File: src/rtl/erm_pkg.sv
// ----------------------------------------------------------------------------
// erm_pkg
// Shared types, constants and register map of the event rate meter.
// ----------------------------------------------------------------------------
package erm_pkg;

    localparam int DEF_TOTAL_WIDTH    = 48;
    localparam int DEF_RATE_FRAC_BITS = 16;

    localparam int CNT_W   = 32;
    localparam int ALPHA_W = 16;
    localparam int EVT_W   = 16;
    localparam int OUT_W   = 48;
    localparam int PROD_W  = CNT_W + ALPHA_W;
    localparam int N_AVG   = 3;
    localparam int IDX_W   = 2;

    localparam int APB_ADDR_W = 4;
    localparam int APB_DATA_W = 32;

    localparam logic [ALPHA_W-1:0] RST_INV_INTERVAL = 16'd13107;
    localparam logic [ALPHA_W-1:0] RST_ALPHA_SHORT  = 16'd5243;
    localparam logic [ALPHA_W-1:0] RST_ALPHA_MID    = 16'd1083;
    localparam logic [ALPHA_W-1:0] RST_ALPHA_LONG   = 16'd363;

    localparam logic [IDX_W-1:0] AVG_SHORT = 2'd0;
    localparam logic [IDX_W-1:0] AVG_MID   = 2'd1;
    localparam logic [IDX_W-1:0] AVG_LONG  = 2'd2;

    typedef enum logic [1:0] {
        REG_INV_INTERVAL,
        REG_ALPHA_SHORT,
        REG_ALPHA_MID,
        REG_ALPHA_LONG
    } t_reg_idx;

    typedef struct packed {
        logic [EVT_W-1:0] event_count;
        logic             tick;
    } t_in;

    typedef struct packed {
        logic [OUT_W-1:0] total_count;
        logic [OUT_W-1:0] rate_short;
        logic [OUT_W-1:0] rate_mid;
        logic [OUT_W-1:0] rate_long;
    } t_out;

    typedef struct packed {
        logic [ALPHA_W-1:0]            inv_interval;
        logic [N_AVG-1:0][ALPHA_W-1:0] alpha;
    } t_cfg;

    typedef enum logic [3:0] {
        S_IDLE,
        S_MUL_INST,
        S_INST,
        S_DIFF,
        S_MUL_LO,
        S_MUL_HI,
        S_ACC,
        S_UPD,
        S_OUT
    } t_state;

    typedef enum logic [1:0] {
        MUL_INST,
        MUL_LO,
        MUL_HI
    } t_mul_sel;

    typedef struct packed {
        logic             accept;
        logic             mul_en;
        t_mul_sel         mul_sel;
        logic             inst_load;
        logic             diff_en;
        logic             acc_lo;
        logic             acc_hi;
        logic             upd;
        logic             out_load;
        logic [IDX_W-1:0] idx;
    } t_dp_cmd;

    typedef struct packed {
        logic started;
        logic out_free;
    } t_dp_sts;

endpackage

File: src/rtl/erm_cfg.sv
// ----------------------------------------------------------------------------
// erm_cfg
// APB register file: tick reciprocal and the three smoothing factors.
// ----------------------------------------------------------------------------
module erm_cfg (
    input  logic                               i_clk,
    input  logic                               i_rst_n,
    input  logic                               psel,
    input  logic                               penable,
    input  logic                               pwrite,
    input  logic [erm_pkg::APB_ADDR_W-1:0]     paddr,
    input  logic [erm_pkg::APB_DATA_W-1:0]     pwdata,
    output logic [erm_pkg::APB_DATA_W-1:0]     prdata,
    output logic                               pready,
    output erm_pkg::t_cfg                      o_cfg
);
    import erm_pkg::*;

    t_cfg     r_cfg;
    t_reg_idx w_reg;
    logic     w_wr;

    assign w_reg  = t_reg_idx'(paddr[APB_ADDR_W-1:2]);
    assign w_wr   = psel & penable & pwrite;
    assign pready = 1'b1;
    assign o_cfg  = r_cfg;

    always_ff @(posedge i_clk) begin
        if (!i_rst_n) begin
            r_cfg.inv_interval     <= RST_INV_INTERVAL;
            r_cfg.alpha[AVG_SHORT] <= RST_ALPHA_SHORT;
            r_cfg.alpha[AVG_MID]   <= RST_ALPHA_MID;
            r_cfg.alpha[AVG_LONG]  <= RST_ALPHA_LONG;
        end else if (w_wr) begin
            unique case (w_reg)
                REG_INV_INTERVAL: r_cfg.inv_interval     <= pwdata[ALPHA_W-1:0];
                REG_ALPHA_SHORT:  r_cfg.alpha[AVG_SHORT] <= pwdata[ALPHA_W-1:0];
                REG_ALPHA_MID:    r_cfg.alpha[AVG_MID]   <= pwdata[ALPHA_W-1:0];
                REG_ALPHA_LONG:   r_cfg.alpha[AVG_LONG]  <= pwdata[ALPHA_W-1:0];
                default: ;
            endcase
        end
    end

    always_comb begin
        unique case (w_reg)
            REG_INV_INTERVAL: prdata = APB_DATA_W'(r_cfg.inv_interval);
            REG_ALPHA_SHORT:  prdata = APB_DATA_W'(r_cfg.alpha[AVG_SHORT]);
            REG_ALPHA_MID:    prdata = APB_DATA_W'(r_cfg.alpha[AVG_MID]);
            REG_ALPHA_LONG:   prdata = APB_DATA_W'(r_cfg.alpha[AVG_LONG]);
            default:          prdata = '0;
        endcase
    end

endmodule

File: src/rtl/erm_ctrl.sv
// ----------------------------------------------------------------------------
// erm_ctrl
// Sequencer: event add, instant rate, then one update pass per average.
// ----------------------------------------------------------------------------
module erm_ctrl (
    input  logic              i_clk,
    input  logic              i_rst_n,
    input  logic              i_in_valid,
    input  logic              i_in_tick,
    output logic              o_in_ready,
    input  erm_pkg::t_dp_sts  i_sts,
    output erm_pkg::t_dp_cmd  o_cmd
);
    import erm_pkg::*;

    t_state           r_state, n_state;
    logic [IDX_W-1:0] r_idx, n_idx;

    always_ff @(posedge i_clk) begin
        if (!i_rst_n) begin
            r_state <= S_IDLE;
            r_idx   <= '0;
        end else begin
            r_state <= n_state;
            r_idx   <= n_idx;
        end
    end

    always_comb begin
        n_state       = r_state;
        n_idx         = r_idx;
        o_in_ready    = 1'b0;
        o_cmd         = '0;
        o_cmd.mul_sel = MUL_INST;
        o_cmd.idx     = r_idx;
        unique case (r_state)
            S_IDLE: begin
                o_in_ready   = 1'b1;
                o_cmd.accept = i_in_valid;
                if (i_in_valid) begin
                    n_state = i_in_tick ? S_MUL_INST : S_OUT;
                end
            end
            S_MUL_INST: begin
                o_cmd.mul_en  = 1'b1;
                o_cmd.mul_sel = MUL_INST;
                n_state       = S_INST;
            end
            S_INST: begin
                // first tick loads the averages directly in the datapath
                o_cmd.inst_load = 1'b1;
                n_idx           = '0;
                n_state         = i_sts.started ? S_DIFF : S_OUT;
            end
            S_DIFF: begin
                o_cmd.diff_en = 1'b1;
                n_state       = S_MUL_LO;
            end
            S_MUL_LO: begin
                o_cmd.mul_en  = 1'b1;
                o_cmd.mul_sel = MUL_LO;
                n_state       = S_MUL_HI;
            end
            S_MUL_HI: begin
                o_cmd.mul_en  = 1'b1;
                o_cmd.mul_sel = MUL_HI;
                o_cmd.acc_lo  = 1'b1;
                n_state       = S_ACC;
            end
            S_ACC: begin
                o_cmd.acc_hi = 1'b1;
                n_state      = S_UPD;
            end
            S_UPD: begin
                o_cmd.upd = 1'b1;
                if (r_idx == AVG_LONG) begin
                    n_state = S_OUT;
                end else begin
                    n_idx   = r_idx + 1'b1;
                    n_state = S_DIFF;
                end
            end
            S_OUT: begin
                // wait here while the previous result is still unclaimed
                if (i_sts.out_free) begin
                    o_cmd.out_load = 1'b1;
                    n_state        = S_IDLE;
                end
            end
            default: n_state = S_IDLE;
        endcase
    end

endmodule

File: src/rtl/erm_dp.sv
// ----------------------------------------------------------------------------
// erm_dp
// Counters, shared 32x16 multiplier, moving averages and result register.
// ----------------------------------------------------------------------------
module erm_dp #(
    parameter int TOTAL_WIDTH    = erm_pkg::DEF_TOTAL_WIDTH,
    parameter int RATE_FRAC_BITS = erm_pkg::DEF_RATE_FRAC_BITS
) (
    input  logic              i_clk,
    input  logic              i_rst_n,
    input  erm_pkg::t_in      i_in,
    input  erm_pkg::t_cfg     i_cfg,
    input  erm_pkg::t_dp_cmd  i_cmd,
    output erm_pkg::t_dp_sts  o_sts,
    output erm_pkg::t_out     o_out,
    output logic              o_out_valid,
    input  logic              i_out_ready
);
    import erm_pkg::*;

    localparam int RW   = CNT_W + RATE_FRAC_BITS;
    localparam int AW   = RW + ALPHA_W;
    localparam int SH_L = (RATE_FRAC_BITS >= ALPHA_W) ? RATE_FRAC_BITS - ALPHA_W : 0;
    localparam int SH_R = (RATE_FRAC_BITS < ALPHA_W) ? ALPHA_W - RATE_FRAC_BITS : 0;
    localparam logic [AW-1:0] ROUND_HALF = AW'(1) << (ALPHA_W - 1);

    logic [TOTAL_WIDTH-1:0] r_total;
    logic [CNT_W-1:0]       r_cnt;
    logic [RW-1:0]          r_avg [N_AVG];
    logic                   r_started;
    logic [RW-1:0]          r_inst;
    logic [RW-1:0]          r_diff;
    logic                   r_up;
    logic [PROD_W-1:0]      r_prod;
    logic [AW-1:0]          r_acc;
    t_out                   r_out;
    logic                   r_out_valid;

    logic [CNT_W:0]         w_cnt_sum;
    logic [CNT_W-1:0]       w_mul_a;
    logic [ALPHA_W-1:0]     w_mul_b;
    logic [63:0]            w_shift;
    logic [RW-1:0]          w_inst;
    logic [RW-1:0]          w_avg_sel;
    logic [RW-1:0]          w_step;

    assign w_cnt_sum = {1'b0, r_cnt} + (CNT_W + 1)'(i_in.event_count);
    assign w_shift   = (64'(r_prod) << SH_L) >> SH_R;
    assign w_inst    = RW'(w_shift);
    assign w_avg_sel = r_avg[i_cmd.idx];
    assign w_step    = r_acc[AW-1:ALPHA_W];

    always_comb begin
        unique case (i_cmd.mul_sel)
            MUL_INST: begin
                w_mul_a = r_cnt;
                w_mul_b = i_cfg.inv_interval;
            end
            MUL_LO: begin
                w_mul_a = r_diff[CNT_W-1:0];
                w_mul_b = i_cfg.alpha[i_cmd.idx];
            end
            MUL_HI: begin
                w_mul_a = CNT_W'(r_diff[RW-1:CNT_W]);
                w_mul_b = i_cfg.alpha[i_cmd.idx];
            end
            default: begin
                w_mul_a = '0;
                w_mul_b = '0;
            end
        endcase
    end

    // control state
    always_ff @(posedge i_clk) begin
        if (!i_rst_n) begin
            r_total     <= '0;
            r_cnt       <= '0;
            r_started   <= 1'b0;
            r_out_valid <= 1'b0;
            for (int k = 0; k < N_AVG; k++) begin
                r_avg[k] <= '0;
            end
        end else begin
            if (i_cmd.accept) begin
                r_total <= r_total + TOTAL_WIDTH'(i_in.event_count);
                r_cnt   <= w_cnt_sum[CNT_W] ? '1 : w_cnt_sum[CNT_W-1:0];
            end
            if (i_cmd.inst_load) begin
                r_cnt <= '0;
                if (!r_started) begin
                    r_started <= 1'b1;
                    for (int k = 0; k < N_AVG; k++) begin
                        r_avg[k] <= w_inst;
                    end
                end
            end
            if (i_cmd.upd) begin
                r_avg[i_cmd.idx] <= r_up ? w_avg_sel + w_step : w_avg_sel - w_step;
            end
            if (i_cmd.out_load) begin
                r_out_valid <= 1'b1;
            end else if (i_out_ready) begin
                r_out_valid <= 1'b0;
            end
        end
    end

    // working registers
    always_ff @(posedge i_clk) begin
        if (i_cmd.mul_en) begin
            r_prod <= PROD_W'(w_mul_a) * PROD_W'(w_mul_b);
        end
        if (i_cmd.inst_load) begin
            r_inst <= w_inst;
        end
        if (i_cmd.diff_en) begin
            r_up   <= (r_inst >= w_avg_sel);
            r_diff <= (r_inst >= w_avg_sel) ? r_inst - w_avg_sel : w_avg_sel - r_inst;
        end
        // step = (diff * alpha + half) >> 16, built from two partial products
        if (i_cmd.acc_lo) begin
            r_acc <= AW'(r_prod) + ROUND_HALF;
        end
        if (i_cmd.acc_hi) begin
            r_acc <= r_acc + (AW'(r_prod) << CNT_W);
        end
        if (i_cmd.out_load) begin
            r_out.total_count <= OUT_W'(r_total);
            r_out.rate_short  <= OUT_W'(r_avg[AVG_SHORT]);
            r_out.rate_mid    <= OUT_W'(r_avg[AVG_MID]);
            r_out.rate_long   <= OUT_W'(r_avg[AVG_LONG]);
        end
    end

    assign o_sts.started  = r_started;
    assign o_sts.out_free = !r_out_valid || i_out_ready;
    assign o_out          = r_out;
    assign o_out_valid    = r_out_valid;

endmodule

File: src/rtl/event_rate_meter_ewma.sv
// ----------------------------------------------------------------------------
// event_rate_meter_ewma
// Event rate meter with one-, five- and fifteen-minute moving averages.
// ----------------------------------------------------------------------------
// Input items (i_valid/o_ready) carry an event count and a tick flag; every
// item yields one result (o_valid/i_ready) with the running total and the
// three averaged rates in unsigned Q32.16 events per second.
// Items are handled one at a time through a single 32x16 multiplier:
//   no tick:              the events are added and the result is loaded
//   first tick:           the averages load the instant rate
//   later ticks:          one instant multiply, then an update pass for
//                         each of the three averages
// The result sits in an output register, so a new item is taken as soon as
// the sequencer is back in idle even if the last result is still waiting.
// When the receiver stalls with a result pending, the next result waits in
// the sequencer until the output register frees up.
// Reset clears the counters and averages and restores the register defaults.
// Registers on APB at byte 0x0 inv_interval, 0x4/0x8/0xC alphas; pready is
// always high and writes should only happen while the block is idle.
// ----------------------------------------------------------------------------
module event_rate_meter_ewma #(
    parameter int TOTAL_WIDTH    = erm_pkg::DEF_TOTAL_WIDTH,
    parameter int RATE_FRAC_BITS = erm_pkg::DEF_RATE_FRAC_BITS
) (
    input  logic                               i_clk,
    input  logic                               i_rst_n,
    input  logic                               i_valid,
    output logic                               o_ready,
    input  erm_pkg::t_in                       i_data,
    output logic                               o_valid,
    input  logic                               i_ready,
    output erm_pkg::t_out                      o_data,
    input  logic                               psel,
    input  logic                               penable,
    input  logic                               pwrite,
    input  logic [erm_pkg::APB_ADDR_W-1:0]     paddr,
    input  logic [erm_pkg::APB_DATA_W-1:0]     pwdata,
    output logic [erm_pkg::APB_DATA_W-1:0]     prdata,
    output logic                               pready
);
    import erm_pkg::*;

    t_cfg    w_cfg;
    t_dp_cmd w_cmd;
    t_dp_sts w_sts;

    erm_cfg u_cfg (
        .i_clk   (i_clk),
        .i_rst_n (i_rst_n),
        .psel    (psel),
        .penable (penable),
        .pwrite  (pwrite),
        .paddr   (paddr),
        .pwdata  (pwdata),
        .prdata  (prdata),
        .pready  (pready),
        .o_cfg   (w_cfg)
    );

    erm_ctrl u_ctrl (
        .i_clk      (i_clk),
        .i_rst_n    (i_rst_n),
        .i_in_valid (i_valid),
        .i_in_tick  (i_data.tick),
        .o_in_ready (o_ready),
        .i_sts      (w_sts),
        .o_cmd      (w_cmd)
    );

    erm_dp #(
        .TOTAL_WIDTH    (TOTAL_WIDTH),
        .RATE_FRAC_BITS (RATE_FRAC_BITS)
    ) u_dp (
        .i_clk       (i_clk),
        .i_rst_n     (i_rst_n),
        .i_in        (i_data),
        .i_cfg       (w_cfg),
        .i_cmd       (w_cmd),
        .o_sts       (w_sts),
        .o_out       (o_data),
        .o_out_valid (o_valid),
        .i_out_ready (i_ready)
    );

    // one item in flight: no second transfer right after one is taken
    a_one_in_flight: assert property (@(posedge i_clk) disable iff (!i_rst_n)
        (i_valid && o_ready) |=> !o_ready)
        else $error("input taken while an item is in flight");

    // loading a result always presents it on the next cycle
    a_out_load_valid: assert property (@(posedge i_clk) disable iff (!i_rst_n)
        w_cmd.out_load |=> o_valid)
        else $error("loaded result not presented");

    // a result is never loaded over one the receiver has not taken
    a_no_overwrite: assert property (@(posedge i_clk) disable iff (!i_rst_n)
        (w_cmd.out_load && o_valid) |-> i_ready)
        else $error("pending result overwritten");

    // averages are only marked started by an instant-rate load
    a_start_on_tick: assert property (@(posedge i_clk) disable iff (!i_rst_n)
        $rose(w_sts.started) |-> $past(w_cmd.inst_load))
        else $error("averages started without a tick");

    // update passes stay within the three averages
    a_idx_range: assert property (@(posedge i_clk) disable iff (!i_rst_n)
        w_cmd.upd |-> (w_cmd.idx == AVG_SHORT || w_cmd.idx == AVG_MID ||
                       w_cmd.idx == AVG_LONG))
        else $error("average index out of range");

endmodule

File: config.mk
export PLATFORM = sky130hd
export DESIGN_NAME = event_rate_meter_ewma
export DESIGN_NICKNAME = d
export VERILOG_FILES = /design/src/rtl/erm_pkg.sv /design/src/rtl/erm_cfg.sv /design/src/rtl/erm_ctrl.sv /design/src/rtl/erm_dp.sv /design/src/rtl/event_rate_meter_ewma.sv
export SDC_FILE = /design/constraint.sdc
export NUM_CORES = 2
export LEC_CHECK = 0
export BUFFER_PORTS_ARGS = -buffer_cell sky130_fd_sc_hd__clkbuf_2
export CORE_ASPECT_RATIO = 0.7
export CORE_UTILIZATION = 35
export CTS_CLUSTER_SIZE = 16
export DETAILED_ROUTE_END_ITERATION = 10
export GPL_TIMING_DRIVEN = 0
export PLACE_DENSITY = 0.53
export SKIP_LAST_GASP = 1
export SLEW_MARGIN = 20
export SYNTH_ARGS = -nofsm -noshare
export SYNTH_HDL_FRONTEND = slang
export SYNTH_SLANG_ARGS = --single-unit
File: constraint.sdc
create_clock -name i_clk -period 14.9 [get_ports i_clk]
set_input_delay 2.98 -clock i_clk [delete_from_list [all_inputs] [get_ports i_clk]]
set_output_delay 2.98 -clock i_clk [all_outputs]
set_load 0.02 [all_outputs]
# ---- After elaboration in Yosys (flattened, before gate mapping)
# Memories as Yosys holds them, arrays and structs flattened. A register that Yosys moved wholly into a read port is not among the register bits.
# Index checks and enable logic that the tools add are counted.
dict set report classes {
  div 0
  mul 1
  n_eq_ne 17
  reduce_logical 17
  muxes 46
  addsub 9
  bitwise 6
  n_lt_le_gt_ge 2
  shift 0
}
# cell n
set op_table {}
lappend op_table {{$mux W48} 6}
lappend op_table {{$sub A48 B48 Y48} 3}
lappend op_table {{$mux W64} 2}
lappend op_table {{$pmux W32 S4} 1}
lappend op_table {{$pmux W32 S3} 1}
lappend op_table {{$add A64 B64 Y64} 1}
lappend op_table {{$add A48 B16 Y49 const B} 1}
lappend op_table {{$add A48 B16 Y48} 1}
lappend op_table {{$add A48 B48 Y48} 1}
lappend op_table {{$ge A48 B48 Y1} 1}
lappend op_table {{$mul A32 B16 Y48} 1}
lappend op_table {{$reduce_or A48 Y1} 1}
lappend op_table {{$pmux W4 S9} 1}
lappend op_table {{$add A32 B16 Y33} 1}
lappend op_table {{$bmux W16 S2} 1}
lappend op_table {{$mux W32} 1}
lappend op_table {{$pmux W16 S2} 1}
lappend op_table {{$mux W1} 20}
lappend op_table {{$mux W4} 5}
lappend op_table {{$eq A4 B3 Y1 const B} 4}
lappend op_table {{$mux W16} 1}
lappend op_table {{$reduce_and A2 Y1} 6}
lappend op_table {{$pmux W3 S3} 1}
lappend op_table {{$eq A2 B2 Y1 const B} 4}
lappend op_table {{19 further kinds} 32}
dict set report word_totals {
  mem_count 1
  latchBits 0
  reg_bits 409
  in_bits 60
  romBits 0
  wordCells 115
  ramBits 144
  out_inout_bits 227
}
# name words width rd rd_ports_with_merged_regs wr line_no
set memory_table {}
lappend memory_table {u_dp.r_avg 3 48 4 4 3 erm_dp.sv:29} ;# logic [RW-1:0] r_avg [N_AVG];

# ---- Logic depth before layout (Yosys ltp)
dict set report depth {
  depth_word 7
  depth_mapped 35
  depth_no_buf 29
}

# ---- By module
# A second synthesis with hierarchy kept.
dict set report hier_totals {
  cells_unflattened 5823
  hier_area_um2 56938.4
}
# mod seq_area_each_um2 area_each_um2 n_inst cells_per_inst
set modules_own_cells {}
lappend modules_own_cells {erm_dp 18968.2 53470.0 1 5476}
lappend modules_own_cells {erm_cfg 1281.2 2974.1 1 288}
lappend modules_own_cells {erm_ctrl 120.1 494.2 1 59}

# ---- Least setup slack after synthesis
# No wires, ideal clock.
dict set report synth_path {
  kind {input-to-reg}
  from {input port i_ready}
  to {register o_data[0] (netlist name)}
  setup_time_ps 770
  arrival_time_ps 11520
  required_ps 14130
  cell_stages 2
  n_path_buf 0
  setup_slack_ps 2609
  path_cell_list {nor2b_1 nor2b_1}
}
# item line_no
set synth_lines {}
lappend synth_lines {{start, declared} event_rate_meter_ewma.sv:31} ;# input logic i_ready,

# ---- Worst setup path after layout
dict set report layout_path {
  from {register u_ctrl.r_state[0]}
  to {register u_dp.r_prod[46] (data pin)}
}
dict set report layout_between {
  elab_chain_len 6
  elab_cells_between_ends 11
  cone_classes {mul (1); eq/ne (5); mux (3); reduce/logical (2)}
}
# item line_no
set layout_rtl {}
lappend layout_rtl {{start, declared} erm_ctrl.sv:16} ;# t_state r_state, n_state;
lappend layout_rtl {{start signal, assigned} erm_ctrl.sv:24} ;# r_state <= n_state;
lappend layout_rtl {{$eq A4 B3 Y1 / $eq A4 B1 Y1 (equally long branches)} erm_ctrl.sv:36} ;# unique case (r_state)
lappend layout_rtl {{$pmux W3 S3 *} erm_ctrl.sv:36}
lappend layout_rtl {{$eq A2 B1 Y1 / $eq A2 B2 Y1 (equally long branches)} erm_dp.sv:54} ;# unique case (i_cmd.mul_sel)
lappend layout_rtl {{$reduce_or A2 Y1 (no source line)} n/a}
lappend layout_rtl {{$pmux W16 S2} erm_dp.sv:54}
lappend layout_rtl {{$mul A32 B16 Y48 *} erm_dp.sv:112} ;# r_prod <= PROD_W'(w_mul_a) * PROD_W'(w_mul_b);
lappend layout_rtl {{end signal, assigned} erm_dp.sv:112}
lappend layout_rtl {{end, declared} erm_dp.sv:34} ;# logic [PROD_W-1:0] r_prod;
# Mark *: on every way between the ends. The rest lies on a longest branch, timed or not.
# A chain may end at the register's enable or synchronous reset.

==> reports/summary.txt <==
DR WL met2 -> 83800 um
router iterations before antenna repair -> 6
NumNets Final -> 6892
WL final -> 206000 um
CTS max path bufs -> 3
Mean Syn Cell Area -> 9.85 um2
Rows -> 122
yosys warns -> 0
Final Cycle Share -> 0.779
width of the chip -> 481 um
die area -> 162000 um2
Final Skew -> 62.8 ps
status -> finished, final reports clean
slowest CP cell -> o21ai_1
main flop type after synthesis -> edfxtp_1
CTS Buf Count -> 84
Clock Latency Late Sink -> 740 ps
CTS root buf -> clkbuf_16
Post-CTS Hold Buffers -> 0
post-DR vias/cell -> 5.48
count of cell types in the netlist -> 99
Crit. Startpoint -> u_ctrl.r_state[0]$_SDFFE_PN0P_
port buffer count -> 251
largest net degree at the start of global routing -> 53
Initial Utilization -> 0.354
Critical Path AT -> 12050 ps
DR WL/cell -> 25.0 um
most frequent cells in the layout -> nand2_1 (736), inv_1 (646), edfxtp_1 (577)
HPWL Detailed -> 167000 um
met3 wire len -> 22500 um
clock sinks -> 731
CP startpoint kind -> flip-flop
Final Max Tran Viols -> 0
initial antenna violation count -> 11
# setup viols final -> 0
P_int -> 4.65 mW
overall routing resource usage -> 0.252
Comb pwr share -> 0.382
switch share -> 0.388
highest metal used -> met5
CTS tree -> done
I/O pin cnt -> 287
max_cap viols -> 0
Leakage -> 26.0 nW
Max H-tree Level -> 3
Slew @ Worst Pin -> 1260 ps
f_max -> 0.0861 GHz
Crit Reg-Reg Startpoint -> u_ctrl.r_state[0]$_SDFFE_PN0P_
post-synthesis cell count -> 5704
Worst Path Class, Setup -> flip-flop to flip-flop
worst slack, placed -> 3350 ps
post-CTS setup buffer count -> 0
global-route wire length before repair -> 298000 um
main combinational cell family by area after synthesis -> adder cells
crit end category -> flip-flop
Post-synth EDFFs -> 577
share of cells above drive strength 1 -> 0.101
Min Hold Slack -> 440 ps
area share of and/or/nand/nor cells after synthesis -> 0.132
met1 WL -> 96200 um
DRT iter0 DRCs -> 4987
hold crit path type -> flip-flop to flip-flop
Compound-Gate Fraction of Synth Area -> 0.138
Reg clk slew, reported paths -> 70 ps
vias -> 45300
mux contribution to synthesized area -> 0.0316
core box area -> 159000 um2
most common cell after layout, fill and taps aside -> nand2_1
Post-Synth Adder-Cell Area -> 0.226
XOR/XNOR share of the synthesized area -> 0.0446
final hold vios -> 0
Net Sw Power -> 2.95 mW
Residual DRC -> 0
Clk pwr share -> 0.278
mapped cell area -> 56200 um2
Seq/Total Area, Yosys -> 0.363
Area Growth Syn to Fin -> 12.9%
Finished Cell Area -> 63400 um2
maximum fanout along the worst path -> 10
Seq pwr share -> 0.340
antenna-violating nets left -> 0
Slew HR -> 0.138
most used cell, CP -> fa_1
Worst EP required -> 15330 ps
Post-DP Area -> 60700 um2
total gr overflow -> 0
number of global-route vias before repair -> 43000
DIE HEIGHT -> 337 um
PostCTS Resize Cnt -> 0
Post-synth ARST share -> 0
Power Dens Cells -> 120 nW/um2
final worst slack -> 3290 ps
slowest cell delay on critical path -> 950 ps
routability cong. -> 0.982
hold wc startpoint -> u_dp.r_avg[1][32]$_DFFE_PP_
clock period minus final worst setup slack -> 11610 ps
RSZ-0062 raised after global routing -> false
Synth Register Bits -> 731
worst-case vdd ir drop -> 0.201 mV
[per-stage QoR]
stage	TNS, ps	instances	util	total power, mW
after CTS	0	8250	0.399	7.63
after global routing	0	8251	0.400	8.03
final	0	8253	0.400	7.60
after detailed placement	0	8094	0.382	5.50
after global placement	-292950	8078	0.379	5.50
after floorplan	0	5719	-	4.53
[cell usage after synthesis (all sizes together) (75+ instances only)]
cell type | count | area (um2)
nand2 | 737 | 2770
inv | 649 | 2440
edfxtp | 577 | 17300
nor2 | 461 | 1730
fa | 424 | 8490
a21oi | 396 | 1990
ha | 335 | 4190
o21ai | 283 | 1420
clkbuf | 213 | 801
dfxtp | 154 | 3080
xnor2 | 145 | 1270
xor2 | 141 | 1230
a22o | 109 | 955
nand3 | 104 | 521
a21o | 88 | 661
buf | 75 | 407
[power groups by stage]
stage / clock [mW] / combinational (mW) / sequential (mW)
CTS: 2.16 / 2.89 / 2.58
floorplan: 0 / 1.98 / 2.55
global route: 2.23 / 3.21 / 2.59
finish: 2.11 / 2.90 / 2.58
detailed placement: 0 / 2.88 / 2.62
global placement: 0 / 2.85 / 2.65
[metal layers]
layer / track usage / vias up
met5: 0 / -
met4: 0.0494 / 4
met3: 0.0722 / 210
met2: 0.350 / 1990
met1: 0.384 / 22700
li1: - / 20300
[final timing paths]
check / endpoint / slack (ps) / cells after the start
worst min register to register: o_data[80]$_DFFE_PP_ / 440 / 0
worst max register to register: u_dp.r_prod[46]$_DFFE_PP_ / 3290 / 26
worst min-delay path: o_data[80]$_DFFE_PP_ / 440 / 0
worst max-delay path: u_dp.r_prod[46]$_DFFE_PP_ / 3290 / 26
[kinds of logic (layout without fill, tap and decap cells)]
| group | Yosys count | count (layout) |
|---|---|---|
| XOR/XNOR | 286 | 286 |
| multiplexers | 97 | 97 |
| adder cells (fa/ha/maj) | 759 | 759 |
| AO/OA/AOI/OAI | 1213 | 1213 |
| flip-flops | 731 | 731 |
| other | 2 | 19 |
| AND/OR/NAND/NOR | 1678 | 1678 |
| buffers and inverters | 938 | 1362 |
[final cells by class]
cell class / count / area [um2]
fill: 15800 / 95300
tap: 2108 / 2640
inverter: 650 / 2440
clock buffer: 102 / 2170
antenna: 2 / 5.00
buffer: 288 / 1220
timing repair buffer: 268 / 1640
multi-input combinational: 4050 / 32300
sequential: 731 / 20400
clock inverter: 54 / 584
[state kept, by name (all words and copies together) (netlist names), 2 cells and up, named ones only]
signal	count
u_dp.r_prod	48
u_dp.r_diff	48
u_cfg.o_cfg	64
u_ctrl.r_idx	2
u_dp.r_avg	192
u_dp.o_out	48
u_ctrl.r_state	4
u_dp.r_acc	48
o_data	144
u_dp.r_inst	48
u_dp.r_cnt	32
u_dp.r_total	48
[worst max-delay path: cells and delay by family (launching register included)]
kind                     cells  cell delay [ps]
XOR/XNOR                     1              400
AND/OR/NAND/NOR              4             1280
adder cells (fa/ha/maj)      8             3620
AO/OA/AOI/OAI                7             3770
flip-flops                   1              310
buffers and inverters        6             1900
(Power assumes the default switching activity.)
